**src/design/srbs_pkg.sv**
```systemverilog
package srbs_pkg;

	// default geometry of the search
	localparam int unsigned DEF_HALF_WINDOW = 10;
	localparam int unsigned DEF_SEARCH_SPAN = 5000;
	localparam int unsigned DEF_START_GAP   = 20;

	// fixed field widths
	localparam int unsigned COUNT_BITS = 23;
	localparam int unsigned POS_W      = 32;
	localparam int unsigned KIND_W     = 2;
	localparam int unsigned CFG_IDX_W  = 2;
	localparam int unsigned CFG_DATA_W = 32;
	// signed width of a centre position, with headroom for span and gap
	localparam int unsigned CTR_W      = POS_W + 2;

	// starting bound of the best fraction
	localparam int unsigned INIT_BOUND = 1000000;

	// register indexes
	localparam logic [CFG_IDX_W-1:0] REG_ANCHOR   = 2'd0;
	localparam logic [CFG_IDX_W-1:0] REG_CHROM    = 2'd1;
	localparam logic [CFG_IDX_W-1:0] REG_LEFTWARD = 2'd2;

	// kinds of result
	localparam logic [KIND_W-1:0] KIND_ANCHOR = 2'd0;
	localparam logic [KIND_W-1:0] KIND_REGR   = 2'd1;
	localparam logic [KIND_W-1:0] KIND_EDGE   = 2'd2;

	// datapath operations
	localparam int unsigned OP_W = 4;
	localparam logic [OP_W-1:0] OP_NONE   = 4'd0;
	localparam logic [OP_W-1:0] OP_LOAD   = 4'd1;
	localparam logic [OP_W-1:0] OP_EVAL   = 4'd2;
	localparam logic [OP_W-1:0] OP_MUL0   = 4'd3;
	localparam logic [OP_W-1:0] OP_MUL1   = 4'd4;
	localparam logic [OP_W-1:0] OP_MUL2   = 4'd5;
	localparam logic [OP_W-1:0] OP_MUL3   = 4'd6;
	localparam logic [OP_W-1:0] OP_MUL4   = 4'd7;
	localparam logic [OP_W-1:0] OP_CMP    = 4'd8;
	localparam logic [OP_W-1:0] OP_FINISH = 4'd9;

	typedef struct packed {
		logic [COUNT_BITS-1:0] match_count;
		logic [COUNT_BITS-1:0] mismatch_count;
		logic                  last_sample;
	} srbs_in_t;

	typedef struct packed {
		logic [POS_W-1:0]  boundary_pos;
		logic [KIND_W-1:0] choice_kind;
	} srbs_out_t;

	typedef struct packed {
		logic [OP_W-1:0] op;
	} srbs_cmd_t;

	typedef struct packed {
		logic eval_pending;
		logic cmp_pending;
		logic last;
		logic out_busy;
	} srbs_status_t;

endpackage

```
**src/design/srbs_ctrl.sv**
```systemverilog
module srbs_ctrl (
	input  logic                 clk,
	input  logic                 arst_n,
	input  logic                 in_valid,
	output logic                 in_stall,
	input  srbs_pkg::srbs_status_t status,
	output srbs_pkg::srbs_cmd_t    cmd
);
	import srbs_pkg::*;

	localparam int unsigned ST_W = 4;
	localparam logic [ST_W-1:0] ST_IDLE = 4'd0;
	localparam logic [ST_W-1:0] ST_EVAL = 4'd1;
	localparam logic [ST_W-1:0] ST_M0   = 4'd2;
	localparam logic [ST_W-1:0] ST_M1   = 4'd3;
	localparam logic [ST_W-1:0] ST_M2   = 4'd4;
	localparam logic [ST_W-1:0] ST_M3   = 4'd5;
	localparam logic [ST_W-1:0] ST_M4   = 4'd6;
	localparam logic [ST_W-1:0] ST_CMP  = 4'd7;
	localparam logic [ST_W-1:0] ST_DONE = 4'd8;

	logic [ST_W-1:0] state_q;
	logic [ST_W-1:0] state_n;

	// next state and command
	always_comb begin
		state_n = state_q;
		cmd.op  = OP_NONE;
		unique case (state_q)
			ST_IDLE: begin
				if (in_valid) begin
					cmd.op  = OP_LOAD;
					state_n = ST_EVAL;
				end
			end
			ST_EVAL: begin
				if (status.eval_pending) begin
					cmd.op  = OP_EVAL;
					state_n = ST_M0;
				end else begin
					state_n = ST_DONE;
				end
			end
			ST_M0: begin
				if (status.cmp_pending) begin
					cmd.op  = OP_MUL0;
					state_n = ST_M1;
				end else begin
					state_n = ST_DONE;
				end
			end
			ST_M1: begin
				cmd.op  = OP_MUL1;
				state_n = ST_M2;
			end
			ST_M2: begin
				cmd.op  = OP_MUL2;
				state_n = ST_M3;
			end
			ST_M3: begin
				cmd.op  = OP_MUL3;
				state_n = ST_M4;
			end
			ST_M4: begin
				cmd.op  = OP_MUL4;
				state_n = ST_CMP;
			end
			ST_CMP: begin
				cmd.op  = OP_CMP;
				state_n = ST_DONE;
			end
			ST_DONE: begin
				if (!status.last) begin
					state_n = ST_IDLE;
				end else if (!status.out_busy) begin
					cmd.op  = OP_FINISH;
					state_n = ST_IDLE;
				end
			end
			default: begin
				state_n = ST_IDLE;
			end
		endcase
	end

	// state register
	always_ff @(posedge clk or negedge arst_n) begin
		if (!arst_n) begin
			state_q <= ST_IDLE;
		end else begin
			state_q <= state_n;
		end
	end

	assign in_stall = (state_q != ST_IDLE);

endmodule

```
**config.mk**
```make
export PLATFORM = sky130hd
export DESIGN_NAME = srbs_ctrl
export DESIGN_NICKNAME = d
export VERILOG_FILES = /design/src/design/srbs_pkg.sv /design/src/design/srbs_ctrl.sv
export SDC_FILE = /design/constraint.sdc
export NUM_CORES = 1
export LEC_CHECK = 0
export BUFFER_PORTS_ARGS = -buffer_cell sky130_fd_sc_hd__buf_2
export CORE_AREA = 2 2 39 41
export DETAILED_ROUTE_END_ITERATION = 16
export DIE_AREA = 0 0 41 43
export PLACE_DENSITY = 0.49
export SLEW_MARGIN = 10
export SYNTH_ARGS = -nofsm -noshare
export SYNTH_HDL_FRONTEND = slang
export SYNTH_SLANG_ARGS = --single-unit
```
**constraint.sdc**
```tcl
create_clock -name clk -period 1.6 [get_ports clk]
set_input_delay 0.4 -clock clk [delete_from_list [all_inputs] [get_ports clk]]
set_output_delay 0.4 -clock clk [all_outputs]
set_load 0.005 [all_outputs]
```
==> reports/qor.yml, run 1 <==
worst_setup_path:
  critPathKind: "reg2out"
  end_kind: "primary output"
  crit_arrival_ps: 1300
  crit_fanout: 7
  start_kind: "flip-flop"
  cp_data_required_time_ps: 1200
power_and_ir_drop:
  peakVddDrop_uv: 327.8
  powerDensity_mw_per_mm2: 1692
  p_total_w: 0.0007302
  p_leak_nw: 0.2030
yosys:
  synth-compound-area-share_pct: 16.02
  syn_inst: 31
  synth_top_family_by_area: "simple AND/OR/NAND/NOR gates"
  synth_nets: 38
  yosys_warnings: 0
  yosys.area_share.simple_pct: 31.60
  synth_top_cell_by_area: "dfrtp_1"
  seq_area_frac_synth_pct: 34.63
  synth-xor-area-share_pct: 3.030
  syn_avg_cell_area_um2: 9.323
  synth.area.mux_share_pct: 5.195
  ys_ff_latch: 4
  netlist-cell-type-count: 23
  synth_fa_ha_area_share_pct: 0
  syn_area_um2: 289.0
  synthTopCellsByArea: "dfrtp_1, mux2_4, nor2_1"
  synthDominantCellAreaShare_pct: 34.63
floorplan:
  core_region_area_mm2: 0.001384
  die_area_mm2: 0.001763
  rows: 14
  initial_core_util_pct: 20.89
  dieHeight_um: 43
  dieWidth_um: 41
  io_pins: 12
drt:
  via_per_inst: 4.469
  dr.pass1.iters: 4
  drt_wl_total_um: 686
  drt_iter0_drc: 2
  postRouteAntennaNets: 0
  wl_per_cell_um: 10.72
  vias: 286
  drc: 0
run:
  cap_violations: 0
clock_tree:
  cts_tree: "done"
  clkLatencyLatePin_ps: 240
  clk_path_buf_depth: 2
  clkSinkCount: 4
  root_buffer: "clkbuf_4"
  numCtsBuffers: 3
  htree_levels: 1
  clkTransAtPathRegs_ps: 40
timing:
  max_freq_mhz: 586.9
  rsz0062_at_grt: "true"
  finalMaxSlewViolations: 0
  fin_skew_ps: 3.489
  period_minus_slack_ps: 1704
  post-route-period-util_pct: 106.5
  setup_viol: 5
  relSlewSlack_pct: 78.57
  worst_slack_ps: -103.8
  worst_pin_slew_ps: 321.4
  finalHoldViolCount: 0
placement:
  port_buffers: 11
  place_area_um2: 359.1
  post-place-ws_ps: 51.70
  place.detailed.hpwl_um: 500.5
  gp_congestion: 0.6385
global_route:
  overflow: 0
  grt_util_met2_pct: 13.13
  grt_pass1_vias: 281
  track_usage_pct: 9.337
  grt_pass1_wl_um: 1097
  gr-usage-met3_pct: 3.141
  grt_use_met1_pct: 11.58
  grt_start_max_net_pins: 12
  top_usage_layer: "met2"
  antenna_found_initial: 0
layout:
  design_area_um2: 431.7
  area_growth_pct: 49.35
  diodes: 0
  layout-drive-gt1-share_pct: 58.33
  largest-register: "state_q"
  fin_nets: 57
  layout.cells.most_common: "buf_2"
  nFillCells: 155
  largest_reg_flops: 4
  reg_top3: "state_q (4)"
  final_cell_mix: "buf_2, buf_4, nor2_1, clkbuf_4, dfrtp_2"
run_status:
  outcome: "finished, violations left"
  violations: "negative setup slack"
hold_path:
  hold_class: "in2reg"
## layout make-up
type	instances	area, um^2	share of cell area, %
Sequential cell	4	103.9	24.06
Tap cell	16	20.02	4.638
Clock buffer	3	22.52	5.217
Timing Repair Buffer	18	113.9	26.38
Multi-Input combinational cell	23	171.4	39.71
## report_power, final
part / switching, W / internal (W) / total (W)
registers: 0.0000812 / 0.000144 / 0.000225
logic: 0.000150 / 0.000229 / 0.000379
clock network: 0.0000419 / 0.0000839 / 0.000126
total: 0.000274 / 0.000457 / 0.000730
## through the flow
step                setup TNS [ps]  instances  util (%)  hold WS, ps
floorplan                        0         31         -        104.4
global route                -680.8         64     31.19        454.9
finish                      -326.2         64     31.19        437.9
detailed placement               0         57     25.95        208.5
global placement                 0         57     25.95        208.8
CTS                         -447.3         62     29.11        441.1
## timing repair
item                       4_1_cts  5_1_grt
setup endpoints to repair        5        5
resized for setup                3        4
hold buffers                     1        0
pin swaps                        2        1
buffers inserted                 1        2
hold endpoints to repair         4        0
cloned                           0        0
## cell usage after synthesis (all sizes together)
master,number
nor4b,2
dfrtp,4
nor2b,1
xor2,1
nand2,1
nor2,4
nand4b,1
o31ai,1
a311oi,1
nand4,1
nand2b,2
a211oi,1
o21bai,1
mux2,1
clkbuf,1
o21ai,3
buf,3
nor3,2
## path summary, 6_finish.rpt
path / startpoint / end / slack, ps / cells past startpoint
max: state_q[1]$_DFFE_PN0P_ / cmd[0] / -100 / 4
min: status[0] / state_q[3]$_DFFE_PN0P_ / 440 / 3
max reg2reg: state_q[1]$_DFFE_PN0P_ / state_q[3]$_DFFE_PN0P_ / 380 / 4
min reg2reg: state_q[3]$_DFFE_PN0P_ / state_q[1]$_DFFE_PN0P_ / 650 / 1
max in group asynchronous: arst_n / state_q[0]$_DFFE_PN0P_ / 970 / 2
min in group asynchronous: arst_n / state_q[2]$_DFFE_PN0P_ / 500 / 2
## worst max-delay path, cell delays in order (launching register included)
cell	delay, ps
dfrtp_2	440
nor3_2	220
nand4b_1	160
o31ai_1	100
buf_2	150
## kinds of logic (layout without fill, tap and decap cells)
logic type / count (synthesis) / after routing
buffers and inverters: 4 / 21
XOR/XNOR: 1 / 1
AO/OA/AOI/OAI: 7 / 7
multiplexers: 1 / 1
flip-flops: 4 / 4
AND/OR/NAND/NOR: 14 / 14
## per-layer routing
layer,part of all wire (%),wire [um]
met5,0,0
met4,0,0
met2,50,344
met3,4.1,28
met1,46,314
No activity file was read; power rests on OpenSTA's default activity.
==> run 2, diff against run 1 <==
--- a/config.mk
+++ b/config.mk
@@ -7,6 +7,7 @@
 export LEC_CHECK = 0
 export BUFFER_PORTS_ARGS = -buffer_cell sky130_fd_sc_hd__buf_2
 export CORE_AREA = 2 2 39 41
+export CTS_BUF_LIST = sky130_fd_sc_hd__clkbuf_8
 export DETAILED_ROUTE_END_ITERATION = 16
 export DIE_AREA = 0 0 41 43
 export PLACE_DENSITY = 0.49
==> run 2 against run 1 <==
  * The flow still finishes with violations (negative setup slack)
  * Utilization is 1.4 points higher
  * Maximum frequency increased by 1.8%
  * Power grew 12%
  * Worst setup slack improved by 29 ps
  * Final cell count stayed put
  * Critical endpoint unchanged
  * Largest cell class unchanged
  * Largest power group unchanged
==> reports/qor.yml, run 2 (synthesized netlist as in run 1, its figures left out) <==
global_route:
  track_usage_pct: 9.438  # +0.10 points
  grt_pass1_vias: 283  # +0.71%
  overflow: 0  # unchanged
  grt_start_max_net_pins: 12  # unchanged
  grt_pass1_wl_um: 1110  # +1.2%
  antenna_found_initial: 0  # unchanged
hold_path:
  hold_end: "state_q[3]$_DFFE_PN0P_"
  min_from: "status[0]"
  hold_class: "in2reg"
  holdPathStages: 3  # unchanged
timing:
  worst_pin_slew_ps: 321.4  # -0.03862 ps
  finalMaxSlewViolations: 0  # unchanged
  setup_viol: 4  # -1
  max_freq_mhz: 597.2  # +1.8%
  finalHoldViolCount: 0  # unchanged
  post-route-period-util_pct: 104.7  # -1.8 points
  relSlewSlack_pct: 78.57  # about the same
  rsz0062_at_grt: "true"
  worst_slack_ps: -74.42  # +29.35 ps
  period_minus_slack_ps: 1674  # -29.35 ps
  fin_skew_ps: 2.875  # -0.6142 ps
  whs_ps: 457.4  # +19.49 ps
power_and_ir_drop:
  p_leak_nw: 0.2108  # +3.8%
  powerDensity_mw_per_mm2: 1814  # +7.2%
  peakVddDrop_uv: 448.6  # +37%
worst_setup_path:
  slowest_delay_ps: 440  # about the same
  cp_data_required_time_ps: 1200  # about the same
  path_cells: "nor3_2 > nand4b_1 > o31ai_1 > buf_2"
  worstReg2RegEnd: "state_q[3]$_DFFE_PN0P_"
  crit_fanout: 7  # unchanged
  r2r_start: "state_q[1]$_DFFE_PN0P_"
  slowest_stage: "dfrtp_2"
  end_kind: "primary output"
  rrSetupSlack_ps: 380  # about the same
  critPathKind: "reg2out"
  ff2ff_path_depth: 4  # unchanged
  start_kind: "flip-flop"
  crit_arrival_ps: 1270  # -30 ps
layout:
  diodes: 0  # unchanged
  layout.cells.most_common: "buf_2"
  layout-drive-gt1-share_pct: 58.33  # unchanged
  largest-register: "state_q"
  final_cell_mix: "buf_2, buf_4, nor2_1, clkbuf_8, dfrtp_2"
  seqCellArea_um2: 103.9  # unchanged
  reg_top3: "state_q (4)"
  design_area_um2: 450.4  # +4.3%
  largest_reg_flops: 4  # unchanged
  nFillCells: 153  # -1.3%
  fin_nets: 57  # unchanged
  final_util_pct: 32.55  # +1.4 points
  multi_input_area_um2: 171.4  # unchanged
  area_growth_pct: 55.84
run_status:
  outcome: "finished, violations left"
  violations: "negative setup slack"
drt:
  via_per_inst: 4.516  # +1.0%
  vias: 289  # +1.0%
  wl_per_cell_um: 10.88  # +1.5%
  dr.pass1.iters: 4  # unchanged
  drt_wl_total_um: 696  # +1.5%
  drt_iter0_drc: 1  # -1
  postRouteAntennaNets: 0  # unchanged
  drc: 0  # unchanged
floorplan:
  rows: 14  # unchanged
  io_pins: 12  # unchanged
  die_area_mm2: 0.001763  # unchanged
  dieHeight_um: 43  # unchanged
  initial_core_util_pct: 20.89  # unchanged
  dieWidth_um: 41  # unchanged
  core_region_area_mm2: 0.001384  # unchanged
clock_tree:
  cts_tree: "done"
  root_buffer: "clkbuf_8"
  clkLatencyLatePin_ps: 220  # -20 ps
  numCtsBuffers: 3  # unchanged
  clkSinkCount: 4  # unchanged
  clk_path_buf_depth: 2  # unchanged
  clkTransAtPathRegs_ps: 30  # about the same
  htree_levels: 1  # unchanged
placement:
  gp_congestion: 0.6385  # unchanged
  post-place-ws_ps: 51.70  # unchanged
  port_buffers: 11  # unchanged
  place_area_um2: 359.1  # unchanged
  place.detailed.hpwl_um: 500.5  # unchanged
run:
  cap_violations: 0  # unchanged
[run 2: power breakdown]
group	total, W	switching, W	internal (W)
Combinational	0.000379	0.000151	0.000229
Sequential	0.000226	0.0000819	0.000144
Clock	0.000211	0.0000510	0.000160
Total	0.000817	0.000284	0.000533
[run 2: cell type report]
type,instances,area share (%)
Multi-Input combinational cell,23,38.06
Timing Repair Buffer,18,25.28
Sequential cell,4,23.06
Clock buffer,3,9.167
Tap cell,16,4.444
[run 2: through the flow]
step | cells | total power [W] | setup TNS [ps]
finish | 64 | 0.0008169 | -231.4
floorplan | 31 | 0.0004163 | 0
detailed placement | 57 | 0.0005296 | 0
CTS | 62 | 0.0007673 | -330.1
global placement | 57 | 0.0005263 | 0
global route | 64 | 0.0008891 | -574.9
[run 2: critical path: cells and delay by family (launching register included)]
family                 cells  cell delay, ps
AO/OA/AOI/OAI              1             100
buffers and inverters      1             150
flip-flops                 1             440
AND/OR/NAND/NOR            2             370
[run 2: how the worst max path moves through the flow]
stage                                 from  endpoint  slack, ps  cells after the start
floorplan           state_q[1]$_DFFE_PN0P_    cmd[1]        220                      4
global placement                  in_valid    cmd[0]         40                      5
detailed placement                in_valid    cmd[0]         50                      5
CTS                 state_q[1]$_DFFE_PN0P_    cmd[0]        -90                      4
global route        state_q[1]$_DFFE_PN0P_    cmd[0]       -150                      4
finish              state_q[1]$_DFFE_PN0P_    cmd[0]        -70                      4
[run 2: timing repair]
item,4_1_cts,5_1_grt
endpoints found under the setup margin,5,5
gates resized for setup,3,4
hold endpoints to repair,4,0
gates cloned,0,0
hold buffers,1,0
buffers inserted,1,2
pin swaps,2,1
[run 2: layer usage]
metal	routed length (um)	vias to the layer above	GRT usage, %
met2	344	7	13.13
li1	-	145	-
met3	29	0	3.141
met5	0	-	0
met1	322	137	11.90
met4	0	0	6.000
==> run 3, diff against run 2 <==
--- a/config.mk
+++ b/config.mk
@@ -6,11 +6,13 @@
 export NUM_CORES = 1
 export LEC_CHECK = 0
 export BUFFER_PORTS_ARGS = -buffer_cell sky130_fd_sc_hd__buf_2
+export CELL_PAD_IN_SITES_DETAIL_PLACEMENT = 1
+export CELL_PAD_IN_SITES_GLOBAL_PLACEMENT = 1
 export CORE_AREA = 2 2 39 41
 export CTS_BUF_LIST = sky130_fd_sc_hd__clkbuf_8
 export DETAILED_ROUTE_END_ITERATION = 16
 export DIE_AREA = 0 0 41 43
-export PLACE_DENSITY = 0.49
+export PLACE_DENSITY = 0.58
 export SLEW_MARGIN = 10
 export SYNTH_ARGS = -nofsm -noshare
 export SYNTH_HDL_FRONTEND = slang
==> run 3 against run 2 <==
  * The flow still finishes with violations (negative setup slack)
  * Via count down 2.1%
  * Utilization down 0.45 points
  * Flip-flop and latch count did not move
  * Sequential power is 2% lower
  * Die area unchanged
  * Clock skew barely moved
  * Critical endpoint is now cmd[1]
==> reports/qor.yml, run 3 (synthesized netlist as in run 1, its figures left out) <==
drt:
  via_per_inst: 4.422  # -2.1%
  drc: 0  # unchanged
  wl_per_cell_um: 10.50  # -3.4%
  drt_wl_total_um: 672  # -3.4%
  dr.pass1.iters: 1  # -3
  drt_iter0_drc: 0  # -1
  postRouteAntennaNets: 0  # unchanged
  vias: 283  # -2.1%
clock_tree:
  clk_path_buf_depth: 2  # unchanged
  clkLatencyLatePin_ps: 210  # about the same
  clkSinkCount: 4  # unchanged
  clkTransAtPathRegs_ps: 30  # about the same
  cts_tree: "done"
  htree_levels: 1  # unchanged
  numCtsBuffers: 3  # unchanged
  root_buffer: "clkbuf_8"
worst_setup_path:
  critPathBufInv: 1  # unchanged
  crit_fanout: 7  # unchanged
  r2r_start: "state_q[1]$_DFFE_PN0P_"
  slowest_stage: "dfrtp_2"
  cp_data_required_time_ps: 1200  # about the same
  rrSetupSlack_ps: 370  # about the same
  crit_family: "flip-flops"
  path_cells: "o21bai_1 > mux2_4 > nor2_2 > buf_2"
  slowest_delay_ps: 440  # about the same
  critPathKind: "reg2out"
  worstReg2RegEnd: "state_q[3]$_DFFE_PN0P_"
  ff2ff_path_depth: 4  # unchanged
  end_kind: "primary output"
  start_kind: "flip-flop"
  crit_arrival_ps: 1260  # about the same
hold_path:
  hold_class: "in2reg"
  min_from: "status[0]"
  hold_end: "state_q[3]$_DFFE_PN0P_"
  holdPathStages: 3  # unchanged
timing:
  post-route-period-util_pct: 103.6  # -1.0 points
  setup_tns_ps: -117.5  # +113.9 ps
  worst_slack_ps: -58.32  # +16.10 ps
  worst_pin_slew_ps: 327.7  # +6.363 ps
  rsz0062_at_grt: "true"
  whs_ps: 475.0  # +17.65 ps
  finalHoldViolCount: 0  # unchanged
  max_freq_mhz: 603.0  # +0.97%
  finalMaxSlewViolations: 0  # unchanged
  period_minus_slack_ps: 1658  # -16.10 ps
  relSlewSlack_pct: 78.15  # -0.42 points
  fin_skew_ps: 2.832  # -0.04269 ps
  setup_viol: 3  # -1
global_route:
  track_usage_pct: 9.366  # -0.072 points
  grt_start_max_net_pins: 12  # unchanged
  top_usage_layer: "met2"
  gr-usage-met3_pct: 1.571  # -1.6 points
  antenna_found_initial: 0  # unchanged
  overflow: 0  # unchanged
  grt_util_met2_pct: 15.31  # +2.2 points
  grt_use_met1_pct: 10.39  # -1.5 points
  grt_pass1_vias: 305  # +7.8%
  grt_pass1_wl_um: 1124  # +1.3%
power_and_ir_drop:
  p_leak_nw: 0.2013  # -4.5%
  power.share.switching_pct: 33.83  # -0.91 points
  power_switching_w: 0.0002664  # -6.1%
  peakVddDrop_uv: 454.1  # +1.2%
  clkPwrFrac_pct: 25.8  # about the same
  p_comb_share_pct: 46.1  # -0.3 points
  seqPwrFrac_pct: 28.1  # +0.4 points
  p_int_w: 0.0005210  # -2.3%
  powerDensity_mw_per_mm2: 1773  # -2.2%
placement:
  place.detailed.hpwl_um: 510.4  # +2.0%
  gp_congestion: 0.6380  # about the same
  dp.cells: 57  # unchanged
  port_buffers: 11  # unchanged
  post-place-ws_ps: 8.275  # -43.43 ps
layout:
  final_cell_mix: "buf_2, buf_4, nor2_1, clkbuf_8, dfrtp_2"
  largest_reg_flops: 4  # unchanged
  diodes: 0  # unchanged
  final_util_pct: 32.10  # -0.45 points
  layout-drive-gt1-share_pct: 58.33  # unchanged
  area_growth_pct: 53.68
  fin_cells: 64  # unchanged
  layout.cells.most_common: "buf_2"
  fin_nets: 57  # unchanged
  reg_top3: "state_q (4)"
  largest-register: "state_q"
run_status:
  violations: "negative setup slack"
  outcome: "finished, violations left"
floorplan:
  io_pins: 12  # unchanged
  dieHeight_um: 43  # unchanged
  die_area_mm2: 0.001763  # unchanged
  initial_core_util_pct: 20.89  # unchanged
  dieWidth_um: 41  # unchanged
  rows: 14  # unchanged
  core_region_area_mm2: 0.001384  # unchanged
run:
  cap_violations: 0  # unchanged
-- run 3: cell counts in the layout (fill, tap and decap cells not counted) --
No cell type changed its count.
-- run 3: layout make-up --
class / instances / area (um^2)
timing repair buffer: 18 / 110.1
sequential: 4 / 103.9
fill: 171 / 939.7
tap: 16 / 20.02
multi-input combinational: 23 / 168.9
clock buffer: 3 / 41.29
-- run 3: stage by stage --
| step | instance area (um^2) | power, W |
|---|---|---|
| detailed placement | 359.1 | 0.0005341 |
| CTS | 441.7 | 0.0007951 |
| finish | 444.2 | 0.0007875 |
| floorplan | 289.0 | 0.0004163 |
| global route | 444.2 | 0.0008548 |
| global placement | 359.1 | 0.0005279 |
-- run 3: worst max-delay path by stage --
stage | start | endpoint | slack (ps) | depth (start not counted)
finish | state_q[1]$_DFFE_PN0P_ | cmd[1] | -60 | 4
global route | state_q[1]$_DFFE_PN0P_ | cmd[1] | -130 | 4
CTS | state_q[1]$_DFFE_PN0P_ | cmd[1] | -80 | 4
detailed placement | in_valid | cmd[0] | 8 | 5
global placement | in_valid | cmd[0] | 50 | 5
floorplan | state_q[1]$_DFFE_PN0P_ | cmd[1] | 220 | 4
-- run 3: repair_timing --
action | in CTS | in global routing
gates resized for setup | 4 | 1
setup buffers | 3 | 0
endpoints found under the hold margin | 4 | 0
pin swaps | 2 | 1
hold buffers | 1 | 0
endpoints found under the setup margin | 5 | 5
-- run 3: power by group through the flow --
stage	combinational (W)	clock, W	sequential (W)
2_1_floorplan	0.000269	0	0.000147
3_3_place_gp	0.000308	0	0.000220
3_5_place_dp	0.000312	0	0.000222
4_1_cts	0.000365	0.000210	0.000221
5_1_grt	0.000406	0.000217	0.000232
6_report	0.000363	0.000203	0.000221
-- run 3: worst reg2reg max path, stage by stage, from the launching register on --
cell and delay, ps:
dfrtp_2 440, buf_4 160, nor4b_2 150, a311oi_1 270
o21ai_1 90
-- run 3: per-layer routing --
metal / vias to the layer above / share of wire (%)
met3: 0 / 3.3
met1: 131 / 45
met4: 0 / 0
met5: - / 0
li1: 146 / -
met2: 6 / 51
